[src/rtl/core/wcp_pkg.sv]
// Shared types and constants of the WAV chunk parser.
package wcp_pkg;

	localparam int unsigned FL_W   = 31;
	localparam int unsigned BYTE_W = 8;
	localparam int unsigned ST_W   = 3;

	// Closing status codes
	localparam logic [ST_W-1:0] ST_OK        = 3'd0;
	localparam logic [ST_W-1:0] ST_NOT_WAV   = 3'd1;
	localparam logic [ST_W-1:0] ST_BAD_LEN   = 3'd2;
	localparam logic [ST_W-1:0] ST_FMT_SHORT = 3'd3;
	localparam logic [ST_W-1:0] ST_BAD_FMT   = 3'd4;
	localparam logic [ST_W-1:0] ST_NO_DATA   = 3'd5;

	// Input kinds carried on tuser
	localparam logic FUNC_START = 1'b0;
	localparam logic FUNC_BYTE  = 1'b1;

	// One result item
	typedef struct packed {
		logic [BYTE_W-1:0] out_byte;
		logic              byte_valid;
		logic              done_res;
		logic [ST_W-1:0]   status;
	} wcp_result_t;

	// Result handed from the parser to the queue
	typedef struct packed {
		logic        valid;
		wcp_result_t res;
	} wcp_push_t;

endpackage

[src/rtl/core/wav_chunk_parser_core.sv]
// Top level of the streaming RIFF/WAV chunk parser.
// Takes one item per clock on the slave stream: tuser 0 starts a new file, tuser 1 carries
// the next file byte in tdata. The parser updates its whole state combinationally (two 33-bit
// adds and compares against the file length), and any result goes into a QUEUE_DEPTH-entry
// queue that feeds the master stream, so input is taken every cycle while the queue has room.
// A result is registered in the queue and reaches the master stream in the cycle after its
// item at the earliest. A parse ends in at most one item with tlast set carrying the status
// in tdata (a restart mid-file gives none); data chunk bytes arrive with tuser set.
// Write the file length on the cfg channel while the block is idle, before the start item.
module wav_chunk_parser_core #(
	parameter int unsigned QUEUE_DEPTH = 4
) (
	input  logic                     clk,
	input  logic                     arst_n,
	input  logic                     cfg_valid,
	output logic                     cfg_ready,
	input  logic [wcp_pkg::FL_W-1:0] cfg_data,       // file_length
	input  logic                     s_axis_tvalid,
	output logic                     s_axis_tready,
	input  logic [7:0]               s_axis_tdata,   // [7:0] in_byte
	input  logic                     s_axis_tuser,   // [0] func
	output logic                     m_axis_tvalid,
	input  logic                     m_axis_tready,
	output logic [15:0]              m_axis_tdata,   // [7:0] out_byte, [10:8] status, zeros
	output logic                     m_axis_tuser,   // [0] byte_valid
	output logic                     m_axis_tlast    // done_res
);

	logic [wcp_pkg::FL_W-1:0] file_length_q;
	wcp_pkg::wcp_push_t       push;
	wcp_pkg::wcp_result_t     out_res;
	logic                     room;

	// Hold the file length register
	assign cfg_ready = 1'b1;
	always_ff @(posedge clk or negedge arst_n) begin
		if (!arst_n) begin
			file_length_q <= '0;
		end else if (cfg_valid && cfg_ready) begin
			file_length_q <= cfg_data;
		end
	end

	wcp_front u_front (
		.clk         (clk),
		.arst_n      (arst_n),
		.file_length (file_length_q),
		.in_valid    (s_axis_tvalid),
		.in_ready    (s_axis_tready),
		.in_func     (s_axis_tuser),
		.in_byte     (s_axis_tdata),
		.room        (room),
		.push        (push)
	);

	wcp_queue #(
		.DEPTH (QUEUE_DEPTH)
	) u_queue (
		.clk       (clk),
		.arst_n    (arst_n),
		.push      (push),
		.room      (room),
		.out_valid (m_axis_tvalid),
		.out_ready (m_axis_tready),
		.out_res   (out_res)
	);

	// Pack the result item onto the master stream
	assign m_axis_tdata = {5'd0, out_res.status, out_res.out_byte};
	assign m_axis_tuser = out_res.byte_valid;
	assign m_axis_tlast = out_res.done_res;

endmodule

[src/rtl/core/wcp_front.sv]
// Parser front end: accepts items, walks the RIFF/WAV structure, emits results.
module wcp_front (
	input  logic                       clk,
	input  logic                       arst_n,
	input  logic [wcp_pkg::FL_W-1:0]   file_length,
	input  logic                       in_valid,
	output logic                       in_ready,
	input  logic                       in_func,
	input  logic [wcp_pkg::BYTE_W-1:0] in_byte,
	input  logic                       room,
	output wcp_pkg::wcp_push_t         push
);

	localparam logic [2:0] PH_WAIT = 3'd0;
	localparam logic [2:0] PH_RIFF = 3'd1;
	localparam logic [2:0] PH_HDR  = 3'd2;
	localparam logic [2:0] PH_BODY = 3'd3;
	localparam logic [2:0] PH_PAD  = 3'd4;
	localparam logic [2:0] PH_DONE = 3'd5;

	localparam logic [1:0] KIND_OTHER = 2'd0;
	localparam logic [1:0] KIND_FMT   = 2'd1;
	localparam logic [1:0] KIND_DATA  = 2'd2;

	localparam logic [31:0] TAG_RIFF = 32'h5249_4646;
	localparam logic [31:0] TAG_WAVE = 32'h5741_5645;
	localparam logic [31:0] TAG_FMT  = 32'h666D_7420;
	localparam logic [31:0] TAG_DATA = 32'h6461_7461;

	localparam logic [4:0] IDX_MAX = 5'h1f;

	logic [2:0]  phase_q,   phase_d;
	logic [31:0] bpos_q,    bpos_d;
	logic [4:0]  idx_q,     idx_d;
	logic [31:0] tag_q,     tag_d;
	logic [31:0] len_q,     len_d;
	logic [31:0] rem_q,     rem_d;
	logic [1:0]  kind_q,    kind_d;
	logic [47:0] fmt_q,     fmt_d;
	logic        fok_q,     fok_d;

	logic        accept;
	logic [31:0] tag_new;
	logic [31:0] len_full;
	logic [4:0]  idx_inc;
	logic        pad_sel;
	logic        ap_over;
	logic        hdr_over;
	logic        body_last;
	logic [1:0]  kind_new;

	assign in_ready = room;
	assign accept   = in_valid && in_ready;
	assign tag_new  = {tag_q[23:0], in_byte};
	assign len_full = {in_byte, len_q[23:0]};
	assign idx_inc  = (idx_q == IDX_MAX) ? idx_q : idx_q + 5'd1;
	assign body_last = (rem_q == 32'd1);

	// Room check after a part ends: position + pad + 8 past the file length
	assign pad_sel = (phase_q == PH_BODY) ? len_q[0] : 1'b0;
	assign ap_over = ({1'b0, bpos_q} + 33'd9 + {32'd0, pad_sel}) > {2'b00, file_length};

	// Chunk size check at the end of a header
	assign hdr_over = ({1'b0, bpos_q} + 33'd1 + {1'b0, len_full}) > {2'b00, file_length};

	assign kind_new = (tag_q == TAG_FMT)  ? KIND_FMT :
	                  (tag_q == TAG_DATA) ? KIND_DATA : KIND_OTHER;

	// Next parse state and result
	always_comb begin
		phase_d = phase_q;
		bpos_d  = bpos_q;
		idx_d   = idx_q;
		tag_d   = tag_q;
		len_d   = len_q;
		rem_d   = rem_q;
		kind_d  = kind_q;
		fmt_d   = fmt_q;
		fok_d   = fok_q;
		push    = '0;
		if (accept) begin
			if (in_func == wcp_pkg::FUNC_START) begin
				bpos_d = '0;
				idx_d  = '0;
				tag_d  = '0;
				len_d  = '0;
				kind_d = KIND_OTHER;
				fmt_d  = '0;
				fok_d  = 1'b0;
				if (file_length < 31'd12) begin
					phase_d = PH_DONE;
					push.valid = 1'b1;
					push.res.done_res = 1'b1;
					push.res.status = wcp_pkg::ST_NOT_WAV;
				end else begin
					phase_d = PH_RIFF;
				end
			end else if (phase_q != PH_WAIT && phase_q != PH_DONE) begin
				bpos_d = bpos_q + 32'd1;
				idx_d  = idx_inc;
				case (phase_q)
					PH_RIFF: begin
						if (idx_q < 5'd4 || (idx_q >= 5'd8 && idx_q < 5'd12))
							tag_d = tag_new;
						if ((idx_q == 5'd3 && tag_new != TAG_RIFF) ||
						    (idx_q == 5'd11 && tag_new != TAG_WAVE)) begin
							phase_d = PH_DONE;
							push.valid = 1'b1;
							push.res.done_res = 1'b1;
							push.res.status = wcp_pkg::ST_NOT_WAV;
						end else if (idx_q == 5'd11) begin
							idx_d = '0;
							if (ap_over) begin
								phase_d = PH_DONE;
								push.valid = 1'b1;
								push.res.done_res = 1'b1;
								push.res.status = wcp_pkg::ST_NO_DATA;
							end else begin
								phase_d = PH_HDR;
							end
						end
					end
					PH_HDR: begin
						// Tag bytes first, then the little-endian size
						if (idx_q == 5'd0) begin
							tag_d = {24'd0, in_byte};
							len_d = '0;
						end else if (idx_q < 5'd4) begin
							tag_d = tag_new;
						end else begin
							len_d = len_q | ({24'd0, in_byte} << {idx_q[1:0], 3'b000});
						end
						if (idx_q == 5'd7) begin
							kind_d = kind_new;
							idx_d  = '0;
							rem_d  = len_full;
							if (hdr_over) begin
								phase_d = PH_DONE;
								push.valid = 1'b1;
								push.res.done_res = 1'b1;
								push.res.status = wcp_pkg::ST_BAD_LEN;
							end else if (kind_new == KIND_FMT) begin
								if (len_full < 32'd16) begin
									phase_d = PH_DONE;
									push.valid = 1'b1;
									push.res.done_res = 1'b1;
									push.res.status = wcp_pkg::ST_FMT_SHORT;
								end else begin
									fmt_d   = '0;
									phase_d = PH_BODY;
								end
							end else if (kind_new == KIND_DATA) begin
								if (!fok_q) begin
									phase_d = PH_DONE;
									push.valid = 1'b1;
									push.res.done_res = 1'b1;
									push.res.status = wcp_pkg::ST_BAD_FMT;
								end else if (len_full == 32'd0) begin
									phase_d = PH_DONE;
									push.valid = 1'b1;
									push.res.done_res = 1'b1;
									push.res.status = wcp_pkg::ST_OK;
								end else begin
									phase_d = PH_BODY;
								end
							end else if (len_full == 32'd0) begin
								if (ap_over) begin
									phase_d = PH_DONE;
									push.valid = 1'b1;
									push.res.done_res = 1'b1;
									push.res.status = wcp_pkg::ST_NO_DATA;
								end
							end else begin
								phase_d = PH_BODY;
							end
						end
					end
					PH_BODY: begin
						rem_d = rem_q - 32'd1;
						if (kind_q == KIND_DATA) begin
							// Pass the payload byte through
							push.valid = 1'b1;
							push.res.out_byte = in_byte;
							push.res.byte_valid = 1'b1;
							push.res.done_res = body_last;
							push.res.status = wcp_pkg::ST_OK;
							if (body_last)
								phase_d = PH_DONE;
						end else begin
							if (kind_q == KIND_FMT) begin
								if (idx_q < 5'd4)
									fmt_d[{idx_q[1:0], 3'b000} +: 8] = in_byte;
								else if (idx_q == 5'd14)
									fmt_d[39:32] = in_byte;
								else if (idx_q == 5'd15)
									fmt_d[47:40] = in_byte;
							end
							if (body_last) begin
								if (kind_q == KIND_FMT)
									fok_d = (fmt_d[15:0] == 16'd1) && (fmt_d[31:16] == 16'd1) &&
									        (fmt_d[47:32] == 16'd16);
								idx_d = '0;
								if (ap_over) begin
									phase_d = PH_DONE;
									push.valid = 1'b1;
									push.res.done_res = 1'b1;
									push.res.status = wcp_pkg::ST_NO_DATA;
								end else begin
									phase_d = len_q[0] ? PH_PAD : PH_HDR;
								end
							end
						end
					end
					PH_PAD: begin
						phase_d = PH_HDR;
						idx_d   = '0;
					end
					default: begin
						phase_d = PH_DONE;
					end
				endcase
			end
		end
	end

	// Control state
	always_ff @(posedge clk or negedge arst_n) begin
		if (!arst_n) begin
			phase_q <= PH_WAIT;
			bpos_q  <= '0;
			idx_q   <= '0;
			kind_q  <= KIND_OTHER;
			fok_q   <= 1'b0;
			rem_q   <= '0;
		end else begin
			phase_q <= phase_d;
			bpos_q  <= bpos_d;
			idx_q   <= idx_d;
			kind_q  <= kind_d;
			fok_q   <= fok_d;
			rem_q   <= rem_d;
		end
	end

	// Tag, size and format fields
	always_ff @(posedge clk or negedge arst_n) begin
		if (!arst_n) begin
			tag_q <= '0;
			len_q <= '0;
			fmt_q <= '0;
		end else begin
			tag_q <= tag_d;
			len_q <= len_d;
			fmt_q <= fmt_d;
		end
	end

	a_payload_in_data: assert property (@(posedge clk) disable iff (!arst_n)
		push.valid && push.res.byte_valid |-> phase_q == PH_BODY && kind_q == KIND_DATA)
		else $error("payload byte outside a data chunk body");

	a_close_to_done: assert property (@(posedge clk) disable iff (!arst_n)
		push.valid && push.res.done_res |=> phase_q == PH_DONE)
		else $error("closing result did not end the parse");

	a_start_riff: assert property (@(posedge clk) disable iff (!arst_n)
		accept && in_func == wcp_pkg::FUNC_START && file_length >= 31'd12
		|=> phase_q == PH_RIFF && bpos_q == 32'd0)
		else $error("start item did not restart the parse");

	a_push_on_accept: assert property (@(posedge clk) disable iff (!arst_n)
		push.valid |-> accept)
		else $error("result without an accepted item");

endmodule

[src/rtl/core/wcp_queue.sv]
// Result queue between the parser and the output channel.
module wcp_queue #(
	parameter int unsigned DEPTH = 4
) (
	input  logic                 clk,
	input  logic                 arst_n,
	input  wcp_pkg::wcp_push_t   push,
	output logic                 room,
	output logic                 out_valid,
	input  logic                 out_ready,
	output wcp_pkg::wcp_result_t out_res
);

	localparam int unsigned PTR_W = (DEPTH > 1) ? $clog2(DEPTH) : 1;
	localparam int unsigned CNT_W = $clog2(DEPTH + 1);
	localparam logic [PTR_W-1:0] PTR_LAST = PTR_W'(DEPTH - 1);
	localparam logic [CNT_W-1:0] CNT_FULL = CNT_W'(DEPTH);
	localparam logic [PTR_W-1:0] PTR_ONE  = PTR_W'(1);
	localparam logic [CNT_W-1:0] CNT_ONE  = CNT_W'(1);

	wcp_pkg::wcp_result_t entry_q [DEPTH];
	logic [PTR_W-1:0] wr_ptr_q;
	logic [PTR_W-1:0] rd_ptr_q;
	logic [CNT_W-1:0] count_q;
	logic             pop;

	assign room      = (count_q != CNT_FULL);
	assign out_valid = (count_q != '0);
	assign out_res   = entry_q[rd_ptr_q];
	assign pop       = out_valid && out_ready;

	// Store incoming results
	always_ff @(posedge clk) begin
		if (push.valid)
			entry_q[wr_ptr_q] <= push.res;
	end

	// Advance pointers and occupancy
	always_ff @(posedge clk or negedge arst_n) begin
		if (!arst_n) begin
			wr_ptr_q <= '0;
			rd_ptr_q <= '0;
			count_q  <= '0;
		end else begin
			if (push.valid)
				wr_ptr_q <= (wr_ptr_q == PTR_LAST) ? '0 : wr_ptr_q + PTR_ONE;
			if (pop)
				rd_ptr_q <= (rd_ptr_q == PTR_LAST) ? '0 : rd_ptr_q + PTR_ONE;
			if (push.valid && !pop)
				count_q <= count_q + CNT_ONE;
			else if (pop && !push.valid)
				count_q <= count_q - CNT_ONE;
		end
	end

	a_count_bound: assert property (@(posedge clk) disable iff (!arst_n)
		count_q <= CNT_FULL)
		else $error("queue occupancy out of range");

	a_no_overflow: assert property (@(posedge clk) disable iff (!arst_n)
		push.valid |-> room)
		else $error("push into a full queue");

endmodule

[config.mk]
export PLATFORM = sky130hd
export DESIGN_NAME = wav_chunk_parser_core
export DESIGN_NICKNAME = d
export VERILOG_FILES = /design/src/rtl/core/wcp_pkg.sv /design/src/rtl/core/wav_chunk_parser_core.sv /design/src/rtl/core/wcp_front.sv /design/src/rtl/core/wcp_queue.sv
export SDC_FILE = /design/constraint.sdc
export NUM_CORES = 1
export LEC_CHECK = 0
export ABC_AREA = 1
export BUFFER_PORTS_ARGS = -buffer_cell sky130_fd_sc_hd__clkbuf_2
export CAP_MARGIN = 10
export CORE_MARGIN = 2
export CORE_UTILIZATION = 30
export DETAILED_ROUTE_END_ITERATION = 10
export PLACE_DENSITY = 0.54
export SLEW_MARGIN = 10
export SYNTH_ARGS = -nofsm -noshare
export SYNTH_HDL_FRONTEND = slang
export SYNTH_SLANG_ARGS = --single-unit
[constraint.sdc]
create_clock -name clk -period 5.6 [get_ports clk]
set_input_delay 1.12 -clock clk [delete_from_list [all_inputs] [get_ports clk]]
set_output_delay 1.12 -clock clk [all_outputs]
set_load 0.05 [all_outputs]
* Word-level counts from Yosys, hierarchy flattened
Memories as Yosys holds them, arrays and structs flattened.
Cells that the tools add are included.
** Storage, ports and cells
- Output and inout port bits :: 21
- Register bits after elaboration :: 225
- Memories :: 1
- Input port bits :: 45
- Word-level logic and storage cells :: 233
- RAM bits :: 52
** Cells by class
- Order comparisons :: 7
- Shift-type cells :: 3
- $add $sub $neg :: 12
- Reduce and logical (&&, ||, !) cells :: 28
- Muxes and demuxes :: 121
- Bitwise gates (word level) :: 1
- Equality and inequality tests :: 47
** Memories
- u_queue.entry_q :: words 4, bits a word 13, read ports 1, clocked after Yosys merged registers in 0, write ports 1, RTL line wcp_queue.sv:21 : wcp_pkg::wcp_result_t entry_q [DEPTH];
** Operators by type and width (count)
- 48-bit 2-to-1 mux :: 13
- 32-bit 2-to-1 mux :: 14
- 32-bit one-hot mux with 2 select lines :: 2
- 48-bit one-hot mux with 2 select lines :: 1
- 33-bit by 31-bit > comparator with 1-bit output :: 2
- 3-bit 2-to-1 mux :: 22
- 32-bit by 31-bit == test with 1-bit output, second input constant :: 2
- 32-bit by 31-bit inequality test with 1-bit output, second input constant :: 2
- 4-bit 2-to-1 mux :: 15
- 48-bit bitwise mux :: 1
- 8-bit by 7-bit variable shift with 48-bit output, first input constant :: 1
- 8-bit by 7-bit variable part select with 48-bit output :: 1
- 5-bit 2-to-1 mux :: 8
- 32-bit by 1-bit adder with 33-bit output, second input constant :: 1
- 32-bit by 4-bit adder with 33-bit output, second input constant :: 1
- 33-bit by 1-bit adder with 33-bit output :: 1
- 33-bit by 32-bit adder with 33-bit output :: 1
- 32-bit by 1-bit adder with 32-bit output, second input constant :: 1
- 16-bit by 1-bit == test with 1-bit output, second input constant :: 2
- 32-bit by 1-bit == test with 1-bit output, second input constant :: 1
- 32-bit logical NOT :: 1
- 32-bit by 5-bit < comparator with 1-bit output, second input constant :: 1
- 32-bit OR :: 1
- 8-bit by 5-bit << shifter with 32-bit output :: 1
- 48 further kinds :: 123

* Logic depth before layout (Yosys ltp)
- Depth after elaboration :: 19
- Gate-level depth with buffers :: 44
- Mapped depth without buffers :: 42

* Cells and area by module
A second synthesis with hierarchy kept.
** Second synthesis, totals
- Cell total of the unflattened synthesis :: 2453
- Area, all modules :: 18281.3 um2
** By module, submodules not included
- wcp_front :: area each 14478.9 um2, cells an instance 2108, seq. area each 4479.3 um2, times used 1
- wcp_queue :: area each 2591.2 um2, cells an instance 206, seq. area each 1736.7 um2, times used 1
- wav_chunk_parser_core :: area each 1211.2 um2, cells an instance 139, seq. area each 775.7 um2, times used 1

* Worst setup path after synthesis
Ideal clock, no wire load.
- Kind :: register -> register
- Start :: reg u_front.phase_q[2]
- End :: reg u_queue.count_q[2]
- Slack :: 471 ps
- Setup time :: 131 ps
- Required time :: 5469 ps
- Arrival :: 4998 ps
- Path buffers :: 2
- Clock period less this slack :: 5129 ps
- Cell stages (with the launch flop) :: 43
- Cell sequence :: dfrtp_1 > inv_1 > nand2_1 > nor2_1 > clkbuf_1 > buf_1 > nand2_1 > ha_1 > inv_1 > ha_1 > nand2_1 > nand2_1 > nand3_2 > nor2_4 > inv_2 > nor2_1 > nand2_1 > xor2_1 > [... 7 more ...] > nand2_1 > nand2_1 > nand2_1 > nand2_1 > nand2_1 > nand2_2 > nand2_2 > nand3_2 > nand2_1 > nand3_2 > nand2_4 > nand2_2 > ha_1 > inv_1 > fa_1 > a21oi_1 > o21ai_0 > xor2_1
** RTL lines
- start: declaration :: RTL line wcp_front.sv:32 : logic [2:0] phase_q, phase_d;
- start signal: assignment :: RTL line wcp_front.sv:236 : phase_q <= phase_d;
- end signal: assignment :: RTL line wcp_queue.sv:50 : count_q <= count_q + CNT_ONE;
- end signal: assignment :: RTL line wcp_queue.sv:52 : count_q <= count_q - CNT_ONE;
- end: declaration :: RTL line wcp_queue.sv:24 : logic [CNT_W-1:0] count_q;

==> results.py <==
metrics = {
    "outcome": {
        "status": "complete, no violations",
    },
    "timing": {
        "drv_slew": 0,
        "setup_viol": 0,
        "worstMarginPinSlew_ps": 943,
        "timing.hold.ws_ps": 487,
        "slew_headroom": 0.366,
        "min_period_ps": 5150,
        "finClkSkew_ps": 21.9,
        "hold_viol_final": 0,
        "fmax_mhz": 194,
        "period_share": 0.919,
    },
    "critical_path": {
        "critPathMaxStageDelay_ps": 500,
        "crit_path_frequent_cell": "nand2_1",
        "cp.arrival_ps": 5600,
        "path_max_fanout": 7,
        "crit_required_ps": 6050,
        "end_kind": "flop",
        "slowest_stage": "dfrtp_1",
        "r2r_cells": 30,
        "crit_type": "flop to flop",
        "rrSetupSlack_ps": 450,
        "crit_path_start_kind": "flop",
    },
    "floorplanning": {
        "ios": 66,
        "die_h_um": 248,
        "core-area_um2": 58900,
        "die_area_um2": 61400,
        "placementRows": 89,
        "die_w_um": 248,
        "initial_core_util": 0.303,
    },
    "synth": {
        "synthDominantCellAreaShare": 0.304,
        "yosysMostFrequentCell": "nand2_1",
        "syn_area_um2": 17800,
        "synth_edf_count": 52,
        "synthTopCellsByArea": "dfrtp_1 (30%), edfxtp_1 (8.8%), nand2_1 (8.2%)",
        "seq_area_frac_synth": 0.392,
        "ys.flop_type": "dfrtp_1",
        "avgSynthCellArea_um2": 7.63,
        "synth_top_area_cell": "dfrtp_1",
        "ys_warn_count": 0,
        "async_reset_ff_frac": 0.807,
        "netlist_instances": 2337,
        "netlist_top_cells_count": "nand2_1 (391), inv_1 (351), o21ai_0 (253)",
        "ys_seq_elements": 269,
        "synth_cell_type_count": 61,
    },
    "route": {
        "drt-total-wl_mm": 57.0,
        "vias": 16200,
        "drtIter0Drc": 1505,
        "first_pass_iters": 6,
        "vias_per_cell": 5.07,
        "ant_nets": 0,
        "wl_per_cell_um": 17.8,
        "drc_errors": 0,
    },
    "clock_tree": {
        "cts_buffers": 35,
        "htreeDepth": 2,
        "cts.path.max_buffers": 3,
        "cts_tree": "yes",
        "cts_hold_buf": 0,
        "cts.sinks": 269,
        "clk_latency_ps": 570,
        "root_buffer": "clkbuf_16",
        "path_clk_slew_ps": 60,
    },
    "finish": {
        "antenna_cells": 0,
        "drive_above_1_share": 0.0943,
        "fin_nets": 2566,
        "syn2layout_area_growth_pct": 14.4,
        "nFillCells": 6124,
    },
    "job": {
        "maxCapViolCount": 0,
    },
    "placed_design": {
        "dpl.hpwl_mm": 43.0,
        "gp_congestion": 0.967,
        "io_buffers": 59,
    },
    "min_path": {
        "hold_path.class": "flop to flop",
        "hold_depth": 2,
    },
    "power": {
        "power.total_uw": 7610,
        "pwr_density_cell_nw_per_um2": 373,
        "leakagePower_uw": 0.00932,
        "peakVddDrop_v": 0.000266,
    },
    "global_route": {
        "grt-ovfl-total": 0,
        "grt_use_total": 0.186,
        "grt_pass1_vias": 15600,
        "antenna_found_initial": 2,
        "grt_pass1_wl_mm": 88.5,
        "grt_start_max_net_pins": 97,
    },
}
==> per-stage QoR <==
| step | utilization | setup TNS [ps] | worst slack, ps | cell area, um^2 | std cells |
|---|---|---|---|---|---|
| final | 0.346 | 0 | 452 | 20400 | 3201 |
| after global routing | 0.346 | -24.4 | -24.4 | 20400 | 3201 |
| after CTS | 0.344 | 0 | 111 | 20300 | 3194 |
| after detailed placement | 0.324 | 0 | 125 | 19100 | 3134 |
| after global placement | 0.324 | 0 | 265 | 19100 | 3134 |
| after floorplan | - | 0 | 471 | 17900 | 2341 |
==> per-layer routing <==
metal	routed length (um)	vias up	track usage	part of all wire
met3	3270	115	0.0420	0.057
met1	25800	7724	0.248	0.45
met4	2350	4	0.0766	0.041
met2	25600	403	0.290	0.45
met5	26	-	0	0.00046
li1	-	7980	-	-
==> worst max-delay path: cells and delay by family, from the launching register on <==
| kind | cells | cell delay (ps) |
|---|---|---|
| AOI/OAI and AO/OA | 6 | 1190 |
| adders and majority gates | 4 | 1340 |
| DFF | 1 | 500 |
| and+or+nand+nor | 16 | 1630 |
| xor gates and xnor gates | 1 | 160 |
| buffers and inverters | 3 | 210 |
==> registers in the layout, indices dropped and copies added, names as in the netlist <==
name,count
u_front.len_q,24
u_queue.entry_q,52
u_front.fmt_q,48
u_queue.wr_ptr_q,2
u_queue.count_q,3
u_front.tag_q,32
u_queue.rd_ptr_q,2
u_front.bpos_q,32
u_front.idx_q,5
u_front.kind_q,2
u_front.fok_q,1
file_length_q,31
u_front.rem_q,32
u_front.phase_q,3
==> power by group <==
| part | total [uW] | internal [uW] | switching (uW) |
|---|---|---|---|
| clock network | 2350 | 1400 | 945 |
| logic | 2610 | 751 | 1860 |
| registers | 2660 | 2290 | 371 |
==> repair_timing <==
action / CTS / global route
endpoints found under the setup margin: 0 / 3
setup buffers: 0 / 7
resized for setup: 0 / 26
==> layout by cell type, fill, tap and decap left out, types with 4 or more instances in the layout <==
cell type	count
nand2_2	8
nor3_1	42
dfrtp_1	217
nand2_4	4
nor2_2	7
o31ai_1	7
nand4_1	39
o221ai_1	4
clkbuf_8	4
o21ai_0	252
buf_4	39
a21oi_1	154
o32ai_1	4
inv_1	349
clkinvlp_4	4
nor4_2	5
nand2_1	386
a31oi_1	14
xor2_1	57
ha_1	114
clkbuf_16	35
nor4_1	29
a211oi_1	7
nand3b_1	11
xnor2_1	15
o22ai_1	32
nand3_1	142
o21ai_1	18
clkbuf_2	58
clkinv_4	4
bufinv_16	4
a21o_1	4
nor2_1	205
o211ai_1	12
inv_2	12
nor2_4	10
a21boi_1	5
nand3_2	6
conb_1	6
edfxtp_1	52
==> final timing paths <==
kind,from,end
max in group asynchronous,arst_n,u_front.tag_q[18]$_DFFE_PN0P_
setup reg to reg,u_front.bpos_q[12]$_DFFE_PN0P_,u_queue.count_q[1]$_DFFE_PN0P_
hold / removal,u_front.kind_q[1]$_DFFE_PN0P_,u_front.kind_q[1]$_DFFE_PN0P_
min in group asynchronous,arst_n,u_front.fmt_q[34]$_DFFE_PN0P_
setup / recovery,u_front.bpos_q[12]$_DFFE_PN0P_,u_queue.count_q[1]$_DFFE_PN0P_
hold reg to reg,u_front.kind_q[1]$_DFFE_PN0P_,u_front.kind_q[1]$_DFFE_PN0P_
==> final cells by class <==
| class | instances | area [um^2] | area share |
|---|---|---|---|
| Inverter | 363 | 1360 | 0.0668 |
| Clock inverter | 18 | 248 | 0.0121 |
| Multi-Input combinational cell | 1636 | 9250 | 0.454 |
| Sequential cell | 269 | 6990 | 0.343 |
| Timing Repair Buffer | 100 | 638 | 0.0313 |
| Clock buffer | 42 | 942 | 0.0462 |
| Tap cell | 773 | 967 | 0.0474 |
==> cell families after synthesis <==
| kind of cell | after synthesis | synth area share |
|---|---|---|
| XOR/XNOR | 72 | 0.0353 |
| multiplexers | 1 | 0.000631 |
| flip-flops | 269 | 0.392 |
| other | 2 | 0.000421 |
| AO/OA/AOI/OAI | 532 | 0.163 |
| adder cells (fa/ha/maj) | 116 | 0.0822 |
| buffers and inverters | 436 | 0.0961 |
| AND/OR/NAND/NOR | 909 | 0.231 |
(Power assumes the default switching activity.)
